--- config.mk ---
export PLATFORM = sky130hd
export DESIGN_NAME = vfca_muldiv
export DESIGN_NICKNAME = d
export VERILOG_FILES = /design/src/design/vfca_pkg.sv /design/src/design/vfca_muldiv.sv
export SDC_FILE = /design/constraint.sdc
export NUM_CORES = 1
export LEC_CHECK = 0
export BUFFER_PORTS_ARGS = -buffer_cell sky130_fd_sc_hd__buf_2
export CAP_MARGIN = 20
export CORE_ASPECT_RATIO = 0.6
export CORE_MARGIN = 10
export CORE_UTILIZATION = 50
export DETAILED_ROUTE_END_ITERATION = 10
export HOLD_SLACK_MARGIN = 0.15
export PLACE_DENSITY = 0.67
export SETUP_SLACK_MARGIN = 0.15
export SYNTH_ARGS = -nofsm -noshare
export SYNTH_HDL_FRONTEND = slang
export SYNTH_SLANG_ARGS = --single-unit
--- constraint.sdc ---
create_clock -name clk_i -period 10.2 [get_ports clk_i]
set_input_delay 0.51 -clock clk_i [delete_from_list [all_inputs] [get_ports clk_i]]
set_output_delay 0.51 -clock clk_i [all_outputs]
set_load 0.01 [all_outputs]
--- src/design/vfca_pkg.sv ---
`default_nettype none
package vfca_pkg;

  // Store geometry
  localparam int unsigned VarCount = 1024;
  localparam int unsigned VarAw    = $clog2(VarCount);
  localparam int unsigned DataW    = 32;

  // Opcodes
  localparam logic [7:0] OpSet     = 8'h02;
  localparam logic [7:0] OpAdd     = 8'h03;
  localparam logic [7:0] OpSub     = 8'h04;
  localparam logic [7:0] OpMul     = 8'h05;
  localparam logic [7:0] OpDiv     = 8'h06;
  localparam logic [7:0] OpAnd     = 8'h07;
  localparam logic [7:0] OpOr      = 8'h08;
  localparam logic [7:0] OpNot     = 8'h09;
  localparam logic [7:0] OpGt      = 8'h0A;
  localparam logic [7:0] OpEq      = 8'h0B;
  localparam logic [7:0] OpLt      = 8'h0C;
  localparam logic [7:0] OpWaitGt  = 8'h0D;
  localparam logic [7:0] OpWaitEq  = 8'h0E;
  localparam logic [7:0] OpWaitLt  = 8'h0F;
  localparam logic [7:0] OpRead    = 8'h10;
  localparam logic [7:0] OpNe      = 8'h11;
  localparam logic [7:0] OpWaitNe  = 8'h12;
  localparam logic [7:0] OpMod     = 8'h13;
  localparam logic [7:0] OpSetCopy = 8'h14;

  // Operand types
  localparam logic [7:0] TypeImm = 8'hFF;
  localparam logic [7:0] TypeVar = 8'hFE;

  // Status codes
  localparam logic StatusOk   = 1'b0;
  localparam logic StatusFail = 1'b1;

  typedef struct packed {
    logic        [7:0]  operation;
    logic        [31:0] target_index;
    logic        [7:0]  operand_type;
    logic signed [31:0] operand_word;
  } req_t;

  typedef struct packed {
    logic               status;
    logic signed [31:0] read_data;
    logic               read_valid;
  } rsp_t;

  typedef enum logic [1:0] {
    MdMul,
    MdDiv,
    MdMod
  } md_kind_e;

  typedef struct packed {
    logic             start;
    md_kind_e         kind;
    logic [DataW-1:0] a;
    logic [DataW-1:0] b;
  } md_req_t;

  typedef struct packed {
    logic             done;
    logic [DataW-1:0] result;
  } md_rsp_t;

  typedef enum logic [2:0] {
    StClear,
    StIdle,
    StChk,
    StSrc,
    StTgt,
    StMd
  } state_e;

endpackage
`default_nettype wire

--- src/design/vfca_muldiv.sv ---
`default_nettype none
module vfca_muldiv (
  input  wire logic              clk_i,
  input  wire logic              rst_ni,
  input  wire vfca_pkg::md_req_t req_i,
  output vfca_pkg::md_rsp_t      rsp_o
);
  import vfca_pkg::*;

  md_kind_e         kind_q;
  logic [DataW-1:0] acc_q, x_q, y_q;
  logic             neg_q;
  logic [4:0]       cnt_q;
  logic             run_q, done_q;

  logic [DataW:0]   add_a, add_b;
  logic [DataW+1:0] sum;
  logic             is_mul;
  logic [DataW-1:0] mag_a, mag_b;

  assign is_mul = (kind_q == MdMul);
  assign mag_a  = req_i.a[DataW-1] ? (~req_i.a + 1'b1) : req_i.a;
  assign mag_b  = req_i.b[DataW-1] ? (~req_i.b + 1'b1) : req_i.b;

  // One shared adder: accumulate for multiply, trial subtract for divide and modulo
  always_comb begin
    if (is_mul) begin
      add_a = {1'b0, acc_q};
      add_b = {1'b0, y_q};
    end else begin
      add_a = {acc_q, x_q[DataW-1]};
      add_b = ~{1'b0, y_q};
    end
    sum = {1'b0, add_a} + {1'b0, add_b} + {{(DataW+1){1'b0}}, !is_mul};
  end

  always_ff @(posedge clk_i or negedge rst_ni) begin
    if (!rst_ni) begin
      run_q  <= 1'b0;
      done_q <= 1'b0;
      cnt_q  <= '0;
    end else begin
      done_q <= 1'b0;
      if (req_i.start) begin
        run_q <= 1'b1;
        cnt_q <= '0;
      end else if (run_q) begin
        cnt_q <= cnt_q + 1'b1;
        if (cnt_q == 5'd31) begin
          run_q  <= 1'b0;
          done_q <= 1'b1;
        end
      end
    end
  end

  always_ff @(posedge clk_i) begin
    if (req_i.start) begin
      kind_q <= req_i.kind;
      acc_q  <= '0;
      if (req_i.kind == MdMul) begin
        x_q   <= req_i.a;
        y_q   <= req_i.b;
        neg_q <= 1'b0;
      end else begin
        x_q   <= mag_a;
        y_q   <= mag_b;
        neg_q <= (req_i.kind == MdDiv) ? (req_i.a[DataW-1] ^ req_i.b[DataW-1])
                                       : req_i.a[DataW-1];
      end
    end else if (run_q) begin
      if (is_mul) begin
        if (x_q[0]) begin
          acc_q <= sum[DataW-1:0];
        end
        x_q <= {1'b0, x_q[DataW-1:1]};
        y_q <= {y_q[DataW-2:0], 1'b0};
      end else if (sum[DataW+1]) begin
        acc_q <= sum[DataW-1:0];
        x_q   <= {x_q[DataW-2:0], 1'b1};
      end else begin
        acc_q <= {acc_q[DataW-2:0], x_q[DataW-1]};
        x_q   <= {x_q[DataW-2:0], 1'b0};
      end
    end
  end

  always_comb begin
    rsp_o.done = done_q;
    case (kind_q)
      MdMul:   rsp_o.result = acc_q;
      MdDiv:   rsp_o.result = neg_q ? (~x_q + 1'b1) : x_q;
      MdMod:   rsp_o.result = neg_q ? (~acc_q + 1'b1) : acc_q;
      default: rsp_o.result = acc_q;
    endcase
  end

endmodule
`default_nettype wire

# [Yosys cells after proc, flatten, opt, wreduce, memory -nomap -nowiden]
# Cells that the tools add are included.
[totals] regBits=106 inputBits=69 output_inout_bits=33 elab_cells=61
[op_classes] n_addsub=7 eq_ne=5 mux=28 bitwise=6 n_reduce_logical=7
[ops] operator="32-bit two-way mux" n=15
[ops] operator="32-bit by 1-bit adder with 32-bit output (second input constant)" n=4
[ops] operator="32-bit NOT" n=4
[ops] operator="33-bit two-way mux" n=2
[ops] operator="32-bit one-hot mux with 2 select lines" n=1
[ops] operator="33-bit by 33-bit adder with 34-bit output" n=1
[ops] operator="34-bit by 1-bit adder with 34-bit output" n=1
[ops] operator="32-bit NOT with 33-bit output" n=1
[ops] operator="5-bit two-way mux" n=2
[ops] operator="1-bit two-way mux" n=8
[ops] operator="5-bit by 1-bit adder with 5-bit output (second input constant)" n=1
[ops] operator="5-bit == test (second input constant)" n=1
[ops] operator="2-bit by 1-bit == test with 1-bit output (second input constant)" n=2
[ops] operator="2-bit zero test" n=2
[ops] operator="2-bit AND reduction" n=2
[ops] operator="2-bit nonzero test" n=2
[ops] operator="2-bit == test (second input constant)" n=1
[ops] operator="2-bit != test (second input constant)" n=1
[ops] operator="1-bit zero test" n=1
[ops] operator="1-bit XOR" n=1

# [Longest topological paths before layout]
# Gate-level depths: netlist of run 1.
[depth] depth_word=8 ltp_mapped=17 ltp_nobuf=15

# [Worst setup path after synthesis of run 1]
# No wires, ideal clock.
[synth_timing] path_type="register to register" startpoint="register kind_q[0]" endpoint="register acc_q[27]" setup_time_ns=0.095 arrival_ns=3.863 required_ns=10.105 slack_ns=6.241 path_stages_with_launch=16 path_buffers=3 period_less_slack_ns=3.959 cell_sequence="edfxtp_1 inv_1 ha_1 clkbuf_1 buf_1 xnor2_1 ha_1 a21o_1 o21bai_1 o311ai_2 a31o_2 a31oi_1 a221oi_4 buf_4 a311o_1 a221oi_1"
[synth_via] elab_chain_len=6 word_cells_on_any_way=11 cone_classes="2 x add/sub; 1 x eq/ne; 5 x mux; 3 x reduce/logical"
[synth_lines] item="start, declared" line_no="vfca_muldiv.sv:10" rtl="md_kind_e kind_q;"
[synth_lines] item="start signal, assigned" line_no="vfca_muldiv.sv:59" rtl="kind_q <= req_i.kind;"
[synth_lines] item="2-bit zero test *" line_no="vfca_muldiv.sv:21" rtl="assign is_mul = (kind_q == MdMul);"
[synth_lines] item="33-bit two-way mux" line_no="vfca_muldiv.sv:27" rtl="if (is_mul) begin"
[synth_lines] item="33-bit by 33-bit adder with 34-bit output" line_no="vfca_muldiv.sv:34" rtl="sum = {1'b0, add_a} + {1'b0, add_b} + {{(DataW+1){1'b0}}, !is_mul};"
[synth_lines] item="34-bit by 1-bit adder with 34-bit output" line_no="vfca_muldiv.sv:34"
[synth_lines] item="32-bit two-way mux (on tied branches)" line_no="vfca_muldiv.sv:78, vfca_muldiv.sv:73"
[synth_lines] item="32-bit two-way mux" line_no="vfca_muldiv.sv:72" rtl="if (is_mul) begin"
[synth_lines] item="end signal, assigned" line_no="vfca_muldiv.sv:74" rtl="acc_q <= sum[DataW-1:0];"
[synth_lines] item="end signal, assigned" line_no="vfca_muldiv.sv:79" rtl="acc_q <= sum[DataW-1:0];"
[synth_lines] item="end signal, assigned" line_no="vfca_muldiv.sv:82" rtl="acc_q <= {acc_q[DataW-2:0], x_q[DataW-1]};"
[synth_lines] item="end, declared" line_no="vfca_muldiv.sv:11" rtl="logic [DataW-1:0] acc_q, x_q, y_q;"
# Every way passes the cells marked *; elsewhere a longest branch is shown, timed or not. The select of a mux whose other input is x is not followed.
# A chain may end at the register's enable or synchronous reset.

# [Worst setup path after layout of run 1]
[layout_timing] startpoint="register kind_q[0]" endpoint="register acc_q[26]"
# The elaborated chain is that of the path after synthesis.

==> out/results.ini, run 1 <==
[placement]
post_dp_cell_area_um2=11100
globalplace.congestion=0.929
dpl.hpwl_mm=21.8
port_buffers=101

[run_status]
status=completed

[detailed_routing]
drc_errors=0
totalWireLength_mm=29.1
vias=9958
drt_iter0_drc=1035
wl_per_cell_um=17.7
viasPerCell=6.05
route.antenna.remaining_nets=0
first_pass_iters=5

[global_routing]
grt.overflow.total=0
grt_max_degree=69
antenna_found_initial=0
first_global_vias=9099
grt_pass1_wl_mm=47.4
grt_usage_pct=20.8

[logic_synthesis]
synth_top_area_cell=edfxtp_1
synthesis.area_um2=10400
synthMuxAreaShare_pct=6.15
synth_nets=1442
synth-simple-area-share_pct=19.9
synth_compound_gate_area_share_pct=25.3
netlist_instances=1331
synth-xor-area-share_pct=11.7
synth_seq_cells=106
synth-edff-count=67
avgSynthCellArea_um2=7.84
ys_types=73
ys_async_sr_fraction_pct=6.60
synth_top_area_share_pct=19.3
synthAdderAreaFrac_pct=5.11
synth_top_family_by_area=compound AO/OA/AOI/OAI gates
yosysSeqAreaShare_pct=27.1
synth_area_leaders=edfxtp_1 19%, xnor2_1 7.6%, nand2_1 6.3%
ys_warn_count=0
synth_ff_type=edfxtp_1

[setup_path]
cp-end-kind=flip-flop
worst_ep_required_time_ns=10.47
crit_type=flip-flop to flip-flop
crit_arrival_ns=5.45
cp_max_fo=61
start_kind=flip-flop

[clock_network]
clockRootBuffer=clkbuf_16
numClockSinks=106
post_cts_buffers=0
path_clk_slew_ns=0.08
cts_tree=yes
numCtsBuffers=9
clk_path_buf_depth=2
clk_latency_ns=0.36
htreeDepth=3

[floorplan]
die_h_um=132
core_area_um2=20300
start_util_pct=51.5
io_pins=102
rows=40
die_w_um=207
die-area_um2=27200

[timing]
fin_crit_ns=5.19
slew-limit-headroom_pct=34.2
rsz0062_at_grt=no
skew_ns=0.0107
fmaxAchievable_ghz=0.193
tightest_slew_ns=0.985
setup_viol=0
fin_crit_sh_pct=50.8
drv_slew=0
hold_viol_final=0
fin_setup_tns_ns=0

[power_and_ir_drop]
p_per_area_nw_per_um2=222
irDropWorstVdd_uv=213
leakagePower_nw=4.62

[layout]
syn_to_final_growth_pct=9.06
antennaDiodeCount=0
nFillCells=1921
drive_gt1_share_pct=13.0
fin_area_um2=11400
nets=1479

[job]
maxCapViolations=0

[worst_hold_path]
min_path_type=input port to flip-flop

cell families (layout without fill, tap and decap cells):
logic type	after synthesis	after routing
compound gates	402	402
xor+xnor	140	140
fa+ha+maj	42	42
buf+inv	127	169
flops	106	106
mux	61	61
simple gates	453	453
cell type report:
cell class	count	area, um2	area share (%)
inverters	38	143	1.25
clock buffers	12	268	2.35
clock inverters	4	47.5	0.418
well taps	273	342	3.00
repair buffers	115	616	5.41
flip-flops and latches	106	2830	24.8
multi-input cells	1098	7140	62.7
metrics by stage:
stage               worst slack (ns)  power, mW  std cells  hold slack [ns]  util, %
global placement                5.30       2.10       1628            0.348     54.5
floorplan                       6.24       1.78       1331            0.214        -
detailed placement              5.11       2.13       1629            0.354     54.6
CTS                             5.07       2.51       1646            0.456     56.2
finish                          5.01       2.52       1646            0.448     56.2
global route                    4.65       2.72       1646            0.482     56.2
cells in the final DEF (no fill, tap or decap), types with 17 or more instances in the layout:
cell / Yosys / routed
nand2_1: 175 / 175
nor2_1: 123 / 123
o21ai_0: 106 / 106
a21oi_1: 106 / 106
buf_2: 5 / 100
xnor2_1: 91 / 91
edfxtp_1: 67 / 67
xor2_1: 49 / 49
ha_1: 41 / 39
nor3_1: 38 / 38
o31ai_1: 37 / 37
inv_1: 36 / 36
mux2i_1: 36 / 36
a22o_1: 34 / 34
dfxtp_1: 32 / 32
mux2_2: 25 / 25
a211oi_1: 22 / 22
nor4_1: 18 / 18
nand3_1: 17 / 17
power by group:
| group | internal [mW] | switching, mW | total, mW |
|---|---|---|---|
| sequential | 0.561 | 0.169 | 0.730 |
| clock | 0.212 | 0.170 | 0.382 |
| combinational | 0.609 | 0.803 | 1.41 |
| total | 1.38 | 1.14 | 2.52 |
cell usage after synthesis (all sizes together), types with 4 or more instances:
library cell / number
o41ai: 14
o311a: 5
dfrtp: 7
and2: 5
dfxtp: 32
a21o: 15
o21a: 10
edfxtp: 67
ha: 41
or2: 6
and3: 15
a32o: 6
xor2: 49
a21boi: 4
o21ai: 109
nand2b: 9
or4: 15
nor3: 38
o31ai: 38
nor2: 123
nor2b: 7
a22o: 34
or3: 14
nand2: 176
mux2: 25
clkbuf: 63
o21bai: 5
a211oi: 22
nor4: 18
a311oi: 4
a31oi: 7
buf: 26
xnor2: 91
inv: 36
a21oi: 106
mux2i: 36
nand3: 17
a22oi: 4
sequential cells by signal, summed over array words and instances (netlist names):
register / cells
acc_q: 32
cnt_q: 5
x_q: 32
neg_q: 1
y_q: 32
done_q: 1
kind_q: 2
run_q: 1
timing repair:
action | CTS | global route
gates resized for setup | 0 | 0
endpoints found under the hold margin | 7 | 0
hold buffers | 1 | 0
final timing paths:
kind | startpoint | endpoint | slack, ns | cells after the start
worst min-delay path | req_i[64] | kind_q[0] | 0.45 | 1
max in group asynchronous | rst_ni | cnt_q[0] | 9.54 | 2
worst max-delay path | kind_q[0] | acc_q[26] | 5.01 | 14
min in group asynchronous | rst_ni | done_q | 0.51 | 2
worst min register to register | cnt_q[4] | cnt_q[4] | 0.53 | 2
worst max register to register | kind_q[0] | acc_q[26] | 5.01 | 14
worst max-delay path, cell delays in order (launching register included):
cell and delay, ns:
edfxtp_1 0.41, inv_1 0.16, ha_4 0.66, buf_4 0.65
mux2_2 0.41, ha_1 0.36, and3_1 0.28, nand3_1 0.10
a21oi_1 0.14, a311oi_1 0.07, a31oi_1 0.62, a221oi_4 0.12
buf_4 0.36, or3_1 0.43, a221oi_1 0.23
layer usage:
layer	routed length [um]	global-route usage [%]
met1	14600	31.3
met2	12500	30.2
met3	1730	3.51
met4	246	3.47
met5	0	0
No activity file was read; power rests on OpenSTA's default activity.
==> run 2: changes to the inputs <==
==> constraint.sdc (replaced) <==
create_clock -name clk_i -period 5 [get_ports clk_i]
set_input_delay 0.25 -clock clk_i [delete_from_list [all_inputs] [get_ports clk_i]]
set_output_delay 0.25 -clock clk_i [all_outputs]
set_load 0.01 [all_outputs]
==> run 2 against run 1 <==
- cell count is 0.12% higher
- clock skew grew 0.0049 ns
- flip-flop and latch count is the same
- critical endpoint unchanged
- setup slack got worse by 4.4 ns
- via count fell by 0.40%
- critical path depth decreased by 2
- global-route usage increased by 0.26 points
- worst hold slack got worse by 0.21 ns
- largest power group unchanged
==> out/results.ini, run 2 (synthesis gave the netlist of run 1 again) <==
[floorplan]
core_area_um2=20300
start_util_pct=51.5
die_w_um=207
io_pins=102
die_h_um=132
rows=40
die-area_um2=27200

[clock_network]
cts_tree=yes
clk_latency_ns=0.36
clk_path_buf_depth=2
numCtsBuffers=9
path_clk_slew_ns=0.08
cts-resized-gates=0
htreeDepth=3
numClockSinks=106
post_cts_buffers=0
clockRootBuffer=clkbuf_16

[timing]
rsz0062_at_grt=no
setup_viol=0
skew_ns=0.0156
fin_setup_tns_ns=0
drv_slew=0
tightest_slew_ns=1.08
fin_crit_ns=4.37
slew-limit-headroom_pct=28.3
holdWs_ns=0.234
hold_viol_final=0
fmaxAchievable_ghz=0.229
fin_crit_sh_pct=87.4

[detailed_routing]
route.antenna.remaining_nets=0
drc_errors=0
viasPerCell=6.02
wl_per_cell_um=18.0
drt_iter0_drc=702
vias=9918
first_pass_iters=5
totalWireLength_mm=29.7

[layout]
utilization_pct=56.4
syn_to_final_growth_pct=9.47
antennaDiodeCount=0
layout_commonest_cell=nand2_1
drive_gt1_share_pct=13.1
fin_area_um2=11400
nets=1481
reg.largest.list=acc_q x32, x_q x32, y_q x32
final_cell_mix=175 x nand2_1, 123 x nor2_1, 106 x o21ai_0, 106 x a21oi_1, 100 x buf_2

[setup_path]
path_cells=inv_1 > ha_4 > mux2_2 > ha_1 > a21o_1 > a21oi_1 > a31oi_1 > o211ai_1 > a21oi_1 > o311a_1 > or3_1 > a221oi_1
cp-end-kind=flip-flop
crit_type=flip-flop to flip-flop
critical_path.top_delay_family=compound AO/OA/AOI/OAI gates
slowest_delay_ns=0.55
cpMostUsedCell=a21oi_1
worst_r2r_path_depth=12
crit_slowest_cell=ha_4
cp_max_fo=47
crit_buf_inv=1
cp_num_cells=12
crit_arrival_ns=4.63
start_kind=flip-flop
worst_ep_required_time_ns=5.26

[placement]
port_buffers=101
dpl.hpwl_mm=22.2
globalplace.congestion=0.880
post_dp_cell_area_um2=11100

[global_routing]
grt_pass1_wl_mm=47.9
antenna_found_initial=0
grt.overflow.total=0
first_global_vias=9021
grt_usage_pct=21.0
grt_max_degree=137

[power_and_ir_drop]
leakagePower_nw=4.64
irDropWorstVdd_uv=457
p_per_area_nw_per_um2=455

[job]
maxCapViolations=0

[run_status]
status=completed

[worst_hold_path]
min_path_type=input port to flip-flop
worstHoldPathCells=2

==> run 2: worst paths after layout <==
kind,slack [ns],from,to
worst min-delay path,0.23,req_i[0],y_q[0]
worst max register to register,0.63,kind_q[0],acc_q[26]
worst max-delay path,0.63,kind_q[0],acc_q[26]
min in group asynchronous,0.26,rst_ni,done_q
worst min register to register,0.53,cnt_q[4],cnt_q[4]
max in group asynchronous,4.59,rst_ni,cnt_q[1]
==> run 2: area by class of cell <==
type / instances / area, um2
multi-input combinational: 1098 / 7140
fill: 1965 / 8840
clock buffer: 9 / 225
tap: 273 / 342
clock inverter: 7 / 92.6
sequential: 106 / 2830
timing repair buffer: 117 / 656
inverter: 38 / 143
==> run 2: worst register-to-register path, cell delays in order (launching register included) <==
cell,delay [ns]
edfxtp_1,0.39
inv_1,0.17
ha_4,0.55
mux2_2,0.42
ha_1,0.35
a21o_1,0.25
a21oi_1,0.25
a31oi_1,0.22
o211ai_1,0.43
a21oi_1,0.24
o311a_1,0.40
or3_1,0.36
a221oi_1,0.24
==> run 2: what timing repair did <==
| action | CTS | global route |
|---|---|---|
| hold buffers | 1 | 0 |
| setup endpoints to repair | 0 | 0 |
| hold endpoints to repair | 7 | 0 |
==> run 2: power by group <==
part | switching, mW | internal (mW)
clock | 0.351 | 0.439
sequential | 0.355 | 1.14
combinational | 1.65 | 1.26
total | 2.35 | 2.85
==> run 2: stage by stage <==
step	setup slack [ns]	instances	power [mW]
3_3_place_gp	0.910	1630	4.32
3_5_place_dp	0.771	1630	4.37
4_1_cts	0.732	1647	5.18
5_1_grt	0.330	1648	5.60
6_report	0.631	1648	5.20
2_1_floorplan	1.04	1331	3.64
==> run 2: per-layer routing <==
metal | GRT usage, % | vias up | part of all wire [%]
met5 | 0 | - | 0
met4 | 2.95 | 0 | 0.61
met3 | 3.63 | 14 | 6.7
met2 | 30.7 | 285 | 43
met1 | 31.7 | 4686 | 50
li1 | - | 4933 | -
